==> config.mk <==
export PLATFORM = sky130hd
export DESIGN_NAME = scbp_div
export DESIGN_NICKNAME = d
export VERILOG_FILES = /design/src/sv/scbp_pkg.sv /design/src/sv/scbp_div.sv
export SDC_FILE = /design/constraint.sdc
export NUM_CORES = 1
export LEC_CHECK = 0
export BUFFER_PORTS_ARGS = -buffer_cell sky130_fd_sc_hd__buf_2
export CORE_MARGIN = 4
export CORE_UTILIZATION = 46
export CTS_CLUSTER_DIAMETER = 80
export CTS_CLUSTER_SIZE = 28
export DETAILED_ROUTE_END_ITERATION = 10
export PLACE_DENSITY = 0.76
export SLEW_MARGIN = 0
export SYNTH_ARGS = -nofsm -noshare
export SYNTH_HDL_FRONTEND = slang
export SYNTH_SLANG_ARGS = --single-unit
export TNS_END_PERCENT = 1
==> constraint.sdc <==
create_clock -name i_clk -period 1.98 [get_ports i_clk]
set_input_delay 0.396 -clock i_clk [delete_from_list [all_inputs] [get_ports i_clk]]
set_output_delay 0.396 -clock i_clk [all_outputs]
set_load 0.1 [all_outputs]
==> src/sv/scbp_pkg.sv <==
// Shared constants, types and helpers for the sample-consensus background pixel unit.
// No dependencies.
package scbp_pkg;

    localparam int MODEL_SIZE = 16;
    localparam int MAX_HEIGHT = 256;
    localparam int MAX_WIDTH  = 256;

    localparam int SLOT_W = $clog2(MODEL_SIZE);
    localparam int IDX_W  = $clog2(MODEL_SIZE + 1);
    localparam int ROW_W  = $clog2(MAX_HEIGHT);
    localparam int COL_W  = $clog2(MAX_WIDTH);
    localparam int ADDR_W = SLOT_W + ROW_W + COL_W;
    localparam int DEPTH  = MODEL_SIZE * MAX_HEIGHT * MAX_WIDTH;
    localparam int PIX_W  = 24;

    localparam int CFG_IDX_W  = 3;
    localparam int CFG_DATA_W = 32;

    localparam logic [CFG_IDX_W-1:0] CFG_RADIUS      = 3'd0;
    localparam logic [CFG_IDX_W-1:0] CFG_MIN_MATCHES = 3'd1;
    localparam logic [CFG_IDX_W-1:0] CFG_PERIOD      = 3'd2;
    localparam logic [CFG_IDX_W-1:0] CFG_BLINK_PER   = 3'd3;
    localparam logic [CFG_IDX_W-1:0] CFG_PATCH       = 3'd4;
    localparam logic [CFG_IDX_W-1:0] CFG_HEIGHT      = 3'd5;
    localparam logic [CFG_IDX_W-1:0] CFG_WIDTH       = 3'd6;
    localparam logic [CFG_IDX_W-1:0] CFG_SEED        = 3'd7;

    localparam logic [31:0] LFSR_TAPS = 32'h8020_0003;

    typedef struct packed {
        logic        start;
        logic [31:0] dividend;
        logic [7:0]  divisor;
    } t_div_req;

    typedef struct packed {
        logic        done;
        logic [31:0] quo;
        logic [7:0]  rem;
    } t_div_rsp;

    function automatic logic [31:0] lfsr_step(input logic [31:0] s);
        logic [31:0] n;
        n = {1'b0, s[31:1]};
        if (s[0]) begin
            n = n ^ LFSR_TAPS;
        end
        return n;
    endfunction

endpackage

==> src/sv/scbp_div.sv <==
// Iterative restoring divider, 32-bit dividend by 8-bit divisor, one bit a cycle.
// Depends on scbp_pkg.
module scbp_div
    import scbp_pkg::*;
(
    input  logic     i_clk,
    input  logic     i_rst_n,
    input  t_div_req i_req,
    output t_div_rsp o_rsp
);
    logic        r_busy;
    logic        r_done;
    logic [4:0]  r_cnt;
    logic [31:0] r_quo;
    logic [7:0]  r_rem;
    logic [7:0]  r_dvs;
    logic [8:0]  trial;
    logic        fits;

    assign trial = {r_rem, r_quo[31]};
    assign fits  = trial >= {1'b0, r_dvs};

    always_ff @(posedge i_clk) begin
        if (!i_rst_n) begin
            r_busy <= 1'b0;
            r_done <= 1'b0;
            r_cnt  <= '0;
        end else begin
            r_done <= 1'b0;
            if (i_req.start) begin
                r_busy <= 1'b1;
                r_cnt  <= '0;
                r_quo  <= i_req.dividend;
                r_rem  <= '0;
                r_dvs  <= i_req.divisor;
            end else if (r_busy) begin
                r_rem <= fits ? 8'(trial - {1'b0, r_dvs}) : trial[7:0];
                r_quo <= {r_quo[30:0], fits};
                r_cnt <= r_cnt + 5'd1;
                if (r_cnt == 5'd31) begin
                    r_busy <= 1'b0;
                    r_done <= 1'b1;
                end
            end
        end
    end

    assign o_rsp.done = r_done;
    assign o_rsp.quo  = r_quo;
    assign o_rsp.rem  = r_rem;
endmodule

; ---- After elaboration in Yosys (flattened, before gate mapping)
; Index checks and enable logic that the tools add are counted.
[word_totals]
regBits = 55
inputBits = 43
output_inout_bits = 41
elab_cells = 25
[op_classes]
add_sub_neg = 2
n_lt_le_gt_ge = 1
n_eq_ne = 1
n_mux = 8
bitwise_logic = 2
reduce_logical = 5
[op_table]
columns = cell, n
row1 = $mux 32, 2
row2 = $mux 8, 2
row3 = $ge 9x8->1, 1
row4 = $sub 8x8->8, 1
row5 = $add 5x1->5 const B, 1
row6 = $eq 5x5->1 const B, 1
row7 = $mux 1, 4
row8 = $reduce_and 2->1, 2
row9 = $reduce_or 3->1, 1
row10 = $not 1->1, 2
row11 = $reduce_bool 2->1, 1
row12 = $reduce_or 2->1, 1

; ---- Depth between registers and ports, before layout
; Gate-level depths: netlist of run 1.
[logic_depth]
depth_word = 4
ltp_mapped = 9
ltp_nobuf = 9

; ---- Worst setup path before layout of run 1
; No wires, ideal clock.
[synth_timing]
path_kind = flip-flop to flip-flop
startpoint = reg r_quo[31]
endpoint = reg r_rem[6] (data pin)
setup_time_ns = 0.265
t_arrival_ns = 2.381
required_time_ns = 1.715
setup_slack_ns = -0.666
path_stages_with_launch = 10
path_buffers = 0
synth_period_minus_slack_ns = 2.646
path_cell_list = edfxtp_1 > inv_1 > ha_1 > fa_1 > nand4b_1 > nand3_1 > a21oi_1 > xnor2_1 > mux2i_1 > nor2_1
[synth_between]
elab_chain_cells = 3
elab_cells_between_ends = 4
classes_between = add/sub: 1 / order compare: 1 / mux: 2
[synth_rtl]
columns = item, line
row1 = from (decl), scbp_div.sv:14  ; logic [31:0] r_quo;
row2 = from (signal assigned), scbp_div.sv:33  ; r_quo <= i_req.dividend;
row3 = from (signal assigned), scbp_div.sv:38  ; r_quo <= {r_quo[30:0], fits};
row4 = $sub 8x8->8 or $ge 9x8->1 (tied branches), "scbp_div.sv:37, scbp_div.sv:21"
row5 = $mux 8 *, scbp_div.sv:37  ; r_rem <= fits ? 8'(trial - {1'b0, r_dvs}) : trial[7:0];
row6 = $mux 8 *, scbp_div.sv:36  ; end else if (r_busy) begin
row7 = to (signal assigned), scbp_div.sv:37
row8 = to (decl), scbp_div.sv:15  ; logic [7:0] r_rem;
; Every way passes the cells marked *; elsewhere a longest branch is shown, timed or not. The select of a mux whose other input is x is not followed.
; A chain may end at the register's enable or synchronous reset.

; ---- Final worst setup path of run 1
[layout_timing]
startpoint = reg r_dvs[1]
endpoint = reg r_rem[7] (data pin)
[layout_between]
elab_chain_cells = 3
elab_cells_between_ends = 4
classes_between = add/sub: 1 / order compare: 1 / mux: 2
[layout_rtl]
columns = item, line
row1 = from (decl), scbp_div.sv:16  ; logic [7:0] r_dvs;
row2 = from (signal assigned), scbp_div.sv:35  ; r_dvs <= i_req.divisor;
row3 = $sub 8x8->8 or $ge 9x8->1 (tied branches), "scbp_div.sv:37, scbp_div.sv:21"
row4 = $mux 8 *, scbp_div.sv:37
row5 = $mux 8 *, scbp_div.sv:36
; Marked as above.

==> flow_summary.toml, run 1 <==
[outcome]
run_status = "complete, but fails checks"
violations = "negative setup slack"

[die]
core_area_sq_um = 5540
start_util_pct = 47.8
boundaryPins = 84
die_area_sq_um = 7030
die_y_um = 83.8
fp-row-count = 27
fp.dieW_um = 83.8

[routing]
first_pass_iters = 4
ant_nets = 0
via_count = 1872
drt_iter0_drc = 53
avgViaCountPerCell = 5.06
wirelength_um = 5370
routedWlPerCell_um = 14.5
route.detailed.drc = 0

[power]
ir_worst_vdd_mv = 0.516
power_density_nw_per_um2 = 919
p_leak_nw = 1.47

[synthesis]
syn_area_per_cell_sq_um = 13.6
synth_fp_nets = 248
synth_fa_ha_area_share_pct = 5.48
synth_common_cells = "48 x edfxtp_1, 31 x mux2_2, 14 x nor2_1"
synth_most_common_cell = "edfxtp_1"
syn_area_sq_um = 2650
synth.top_cell.area_share_pct = 54.5
synth-main-ff-cell = "edfxtp_1"
synth_seq_cells = 55
async_flop_share_pct = 0
synth_edf_count = 48
muxShareOfSynthArea_pct = 15.5
yosysWarnings = 0
synth.distinct_cells = 38
synth_compound_area_share_pct = 6.24
synth-simple-area-share_pct = 8.18
ys_top_cells_by_area = "edfxtp_1 54%, mux2_2 13%, dfxtp_1 5.3%, ha_1 4.7%, mux2i_1 2.3%"
yosys.area.top_type = "edfxtp_1"
syn_inst = 194
synth_top_family_by_area = "multiplexers"
synth-xor-area-share_pct = 1.99
synth.yosys.seq_area_share_pct = 59.8

[layout]
utilization_pct = 63.0
antenna_cells = 0
n_fill_cell = 435
layout-drive-gt1-share_pct = 52.7
syn_to_final_growth_pct = 31.9
nets = 351

[clock_network]
hold_buffers = 0
cts_made_buffers = 5
clk_latency_ns = 0.31
htree_levels = 2
clkTransAtPathRegs_ns = 0.10
cts_sinks = 55
clockBufferDepth = 2
clock-root-buffer = "clkbuf_8"
cts_tree = "built"

[sta]
rsz0062_at_grt = "true"
hold_viol = 0
setup_viol = 6
tightest_slew_ns = 0.502
fmax_mhz = 480
period_minus_slack_ns = 2.08
fin_crit_sh_pct = 105
finalHoldWorstSlack_ns = 0.257
finClkSkew_ns = 0.0139
maxSlewHeadroom_pct = 66.8
tns_ns = -0.212
drv_slew = 0
fin_ws_ns = -0.103

[grt]
antenna_found_initial = 0
grt_pass1_wl_um = 8900
grt_pass1_vias = 1930
grt.overflow.total = 0
grt_max_degree = 28
grt_usage_pct = 15.7

[setup_path]
startpoint_type = "flip-flop"
cp_slowest_cell = "edfxtp_1"
reg2reg_depth = 8
critical_path_required_ns = 2.16
worstSetupPathType = "reg2reg"
reg2reg_slack_ns = -0.10
cp.arrival_ns = 2.26
endpoint_kind = "flip-flop"
path_cells = "inv_2, ha_4, nor2b_4, o31a_1, o21a_1, or3_4, a211oi_2, a21o_1"
crit_path_max_fanout = 4
max_stage_delay_ns = 0.42

[placed_design]
post-place-ws_ns = -0.0825
portBuffers = 83
gp_congestion = 0.916
dp_hpwl_um = 4070

[job]
max_cap_viol_count = 0

[min_path]
min_path_cells = 1
hold_path_class = "in2reg"
-- worst max-delay path, delay by kind of cell, from the launching register on --
family                     cells  cell delay [ns]
and+or+nand+nor                2             0.46
adders and majority gates      1             0.21
buffers and inverters          1             0.09
AOI/OAI and AO/OA              4             0.77
DFF                            1             0.42
-- stage by stage --
step | cell area, sq um | instances | total power [mW]
after floorplan | 2670 | 194 | 2.21
after global placement | 3310 | 359 | 2.43
after detailed placement | 3310 | 359 | 2.45
after CTS | 3450 | 369 | 3.21
after global routing | 3490 | 370 | 3.36
final | 3490 | 370 | 3.21
-- flip-flops by register name, summed over array words and instances (netlist names) --
register and cells:
r_dvs 8, r_cnt 5, r_rem 8, r_quo 32, r_done 1, r_busy 1
-- final cells by class --
| class | instances | area [sq um] | share of cell area (%) |
|---|---|---|---|
| Clock buffer | 5 | 68.8 | 1.97 |
| Clock inverter | 3 | 47.5 | 1.36 |
| Inverter | 11 | 41.3 | 1.18 |
| Multi-Input combinational cell | 120 | 1050 | 30.1 |
| Sequential cell | 55 | 1580 | 45.3 |
| Tap cell | 72 | 90.1 | 2.58 |
| Timing Repair Buffer | 104 | 611 | 17.5 |
-- per-layer routing --
metal / vias to the layer above / global-route usage [%] / share of wire, %
li1: 923 / - / -
met1: 888 / 19.0 / 42
met2: 53 / 27.0 / 50
met3: 8 / 4.44 / 6.5
met4: 0 / 4.82 / 1.4
met5: - / 0 / 0
-- cell families (layout without fill, tap and decap cells) --
group                    after synthesis  after routing
AND/OR/NAND/NOR                       41             41
flip-flops                            55             55
buffers and inverters                 19            123
adder cells (fa/ha/maj)               11             11
XOR/XNOR                               6              6
multiplexers                          37             37
AO/OA/AOI/OAI                         25             25
-- repair_timing --
action | CTS | global route
gates resized for setup | 2 | 7
endpoints found under the setup margin | 6 | 9
buffers inserted | 2 | 1
gates cloned | 0 | 0
pin swaps | 2 | 3
-- worst paths after layout --
path         startpoint        to
min            i_req[0]  r_dvs[0]
max reg2reg    r_dvs[1]  r_rem[7]
min reg2reg    r_cnt[4]  r_cnt[4]
max            r_dvs[1]  r_rem[7]
-- power breakdown --
group	internal, mW	switching [mW]	total (mW)
Sequential	1.36	0.0426	1.41
Clock	0.384	0.375	0.759
Combinational	0.335	0.706	1.04
-- placed cells by master (no fill, tap or decap), types with 4 or more instances in the layout --
master / netlist / final
ha_1: 10 / 7
clkbuf_8: 0 / 5
xnor2_1: 4 / 4
a21oi_1: 7 / 4
nor2_1: 14 / 14
nor2b_1: 4 / 4
edfxtp_1: 48 / 48
buf_2: 1 / 83
mux2_2: 31 / 31
nand2_1: 5 / 5
inv_1: 11 / 9
mux2i_1: 6 / 6
buf_4: 1 / 18
dfxtp_1: 7 / 7
Note: power is estimated with default switching activity, not from simulation.
==> run 2, diff against run 1 <==
Settings changed: ABC_AREA set to 1, CORE_UTILIZATION 46 to 47.
==> run 2 against run 1 <==
Against the previous run: synthesized area increased by 8.3%; sequential share of layout area decreased by 1.3 points; design area increased by 3.0%; wire length increased by 22%; the run now ends clean; via count increased by 29%; clock power decreased by 15%; total power increased by 6.6%; flip-flop and latch count unchanged.
==> flow_summary.toml, run 2 <==
[sta]
drv_slew = 0
period_minus_slack_ns = 1.87
tightest_slew_ns = 0.502
finalHoldWorstSlack_ns = 0.261
fmax_mhz = 535
finClkSkew_ns = 0.0130
tns_ns = 0
setup_viol = 0
hold_viol = 0
maxSlewHeadroom_pct = 66.7
fin_crit_sh_pct = 94.4
fin_ws_ns = 0.111

[die]
core_area_sq_um = 5920
fp.dieW_um = 86.1
boundaryPins = 84
die_y_um = 86.1
start_util_pct = 48.4
die_area_sq_um = 7410
fp-row-count = 28

[grt]
grt_usage_pct = 18.2
grt_pass1_wl_um = 10700
grt_pass1_vias = 2342
grt_max_degree = 33
antenna_found_initial = 1
grt.overflow.total = 0

[layout]
max_flop_register = "r_quo"
layout_commonest_cell = "nand2_1"
layout-drive-gt1-share_pct = 32.6
final_area_sq_um = 3590
stdcell_count = 492
antenna_cells = 0
final_cell_mix = "145 x nand2_1, 83 x buf_2, 48 x edfxtp_1"
utilization_pct = 60.7
nets = 470
syn_to_final_growth_pct = 25.4
largest_register_ffs = 32
reg.largest.list = "r_quo (32), r_dvs (8), r_rem (8)"

[power]
p_sw_mw = 1.44
switching_share_pct = 42.2
p_int_mw = 1.97
finalPower_mw = 3.42
p_leak_nw = 1.74
p_clk_share_pct = 19.0
p_seq_share_pct = 42.6
p_comb_share_pct = 38.4
ir_worst_vdd_mv = 0.485
power_density_nw_per_um2 = 951

[outcome]
run_status = "completed"

[clock_network]
hold_buffers = 0
cts_sinks = 55
clkTransAtPathRegs_ns = 0.10
clock-root-buffer = "clkbuf_8"
clockBufferDepth = 2
clk_latency_ns = 0.31
cts_made_buffers = 5
cts_tree = "built"
htree_levels = 2

[routing]
ant_nets = 0
via_count = 2412
drt_iter0_drc = 131
routedWlPerCell_um = 13.3
wirelength_um = 6540
avgViaCountPerCell = 4.90
first_pass_iters = 4
route.detailed.drc = 0

[placed_design]
portBuffers = 83
post-place-ws_ns = 0.0838
placed_cell_area_sq_um = 3470
gp_congestion = 0.939
dp_hpwl_um = 4890
dp.cells = 483

[synthesis]
synth_fp_nets = 381
async_flop_share_pct = 0
synth_edf_count = 48
syn_inst = 327
syn_area_per_cell_sq_um = 8.76
ys_top_cells_by_area = "edfxtp_1 50%, nand2_1 19%, dfxtp_1 4.9%, ha_1 4.4%, inv_1 4.1%"
synth_seq_cells = 55
yosysWarnings = 0
synth_most_common_cell = "nand2_1"
yosys.area.top_type = "edfxtp_1"
synth_common_cells = "146 x nand2_1, 48 x edfxtp_1, 31 x inv_1"
synth.yosys.seq_area_share_pct = 55.2
synth.distinct_cells = 26
synth-main-ff-cell = "edfxtp_1"
syn_area_sq_um = 2870
synth.top_cell.area_share_pct = 50.3

[min_path]
hold_path_class = "in2reg"
worstHoldStart = "i_req[1]"

[setup_path]
path_cells = "ha_4, nand2_1, nor2_2, nand3_2, nand3_1, nor2_1, nor2_1, nor2_1"
max_stage_delay_ns = 0.47
worstSetupPathType = "reg2reg"
endpoint_kind = "flip-flop"
cpMostUsedCell = "nor2_1"
crit_path_max_fanout = 6
cp_slowest_cell = "edfxtp_1"
reg2reg_from = "r_rem[5]"
startpoint_type = "flip-flop"
cp.arrival_ns = 1.93
crit_start = "r_rem[5]"
critical_path_required_ns = 2.04

[job]
max_cap_viol_count = 0
[run 2: changes by cell type after synthesis, moves of 4 or more]
cell	delta
clkbuf_1	+4
inv_1	+20
mux2_2	-31
mux2i_1	-6
nand2_1	+141
nand2_2	+7
nand3_1	+7
nor2_2	+12
nor2b_1	-4
o21a_1	-4
[run 2: final timing paths]
check	slack, ns	cells after the start	endpoint
worst min-delay path	0.26	1	r_dvs[1]
worst max register to register	0.11	8	r_rem[7]
worst min register to register	0.48	2	r_cnt[4]
worst max-delay path	0.11	8	r_rem[7]
[run 2: area by class of cell]
type	count	area, sq um
fillers	528	2330
flip-flops and latches	55	1580
multi-input cells	229	1210
repair buffers	91	488
inverters	34	128
well taps	75	93.8
clock buffers	5	68.8
clock inverters	3	26.3
[run 2: worst max-delay path: cells and delay by family (launching register included)]
kind | cells | cell delay [ns]
adder cells (fa/ha/maj) | 1 | 0.33
flip-flops | 1 | 0.47
AND/OR/NAND/NOR | 7 | 0.83
[run 2: power groups by stage]
stage | Clock [mW] | Sequential (mW) | Combinational, mW
floorplan | 0 | 2.05 | 0.486
global placement | 0 | 1.48 | 1.28
detailed placement | 0 | 1.48 | 1.30
CTS | 0.674 | 1.46 | 1.30
global route | 0.731 | 1.47 | 1.42
finish | 0.648 | 1.46 | 1.31
[run 2: kinds of logic after synthesis]
| family | count (synthesis) | share of synthesized area [%] |
|---|---|---|
| DFF | 55 | 55.2 |
| and+or+nand+nor | 205 | 30.5 |
| xor gates and xnor gates | 3 | 0.917 |
| buffers and inverters | 44 | 6.29 |
| AOI/OAI and AO/OA | 9 | 2.01 |
| adders and majority gates | 11 | 5.07 |
[run 2: timing repair]
item | CTS | global route
gates resized for setup | 0 | 2
endpoints found under the hold margin | 0 | 0
buffers inserted | 0 | 0
setup endpoints to repair | 0 | 7
[run 2: per-layer routing]
layer / wire length [um] / up-vias / GRT usage (%)
li1: - / 1214 / -
met1: 2820 / 1108 / 23.1
met2: 3110 / 77 / 29.4
met3: 495 / 11 / 5.96
met4: 91 / 2 / 5.32
met5: 13 / - / 0
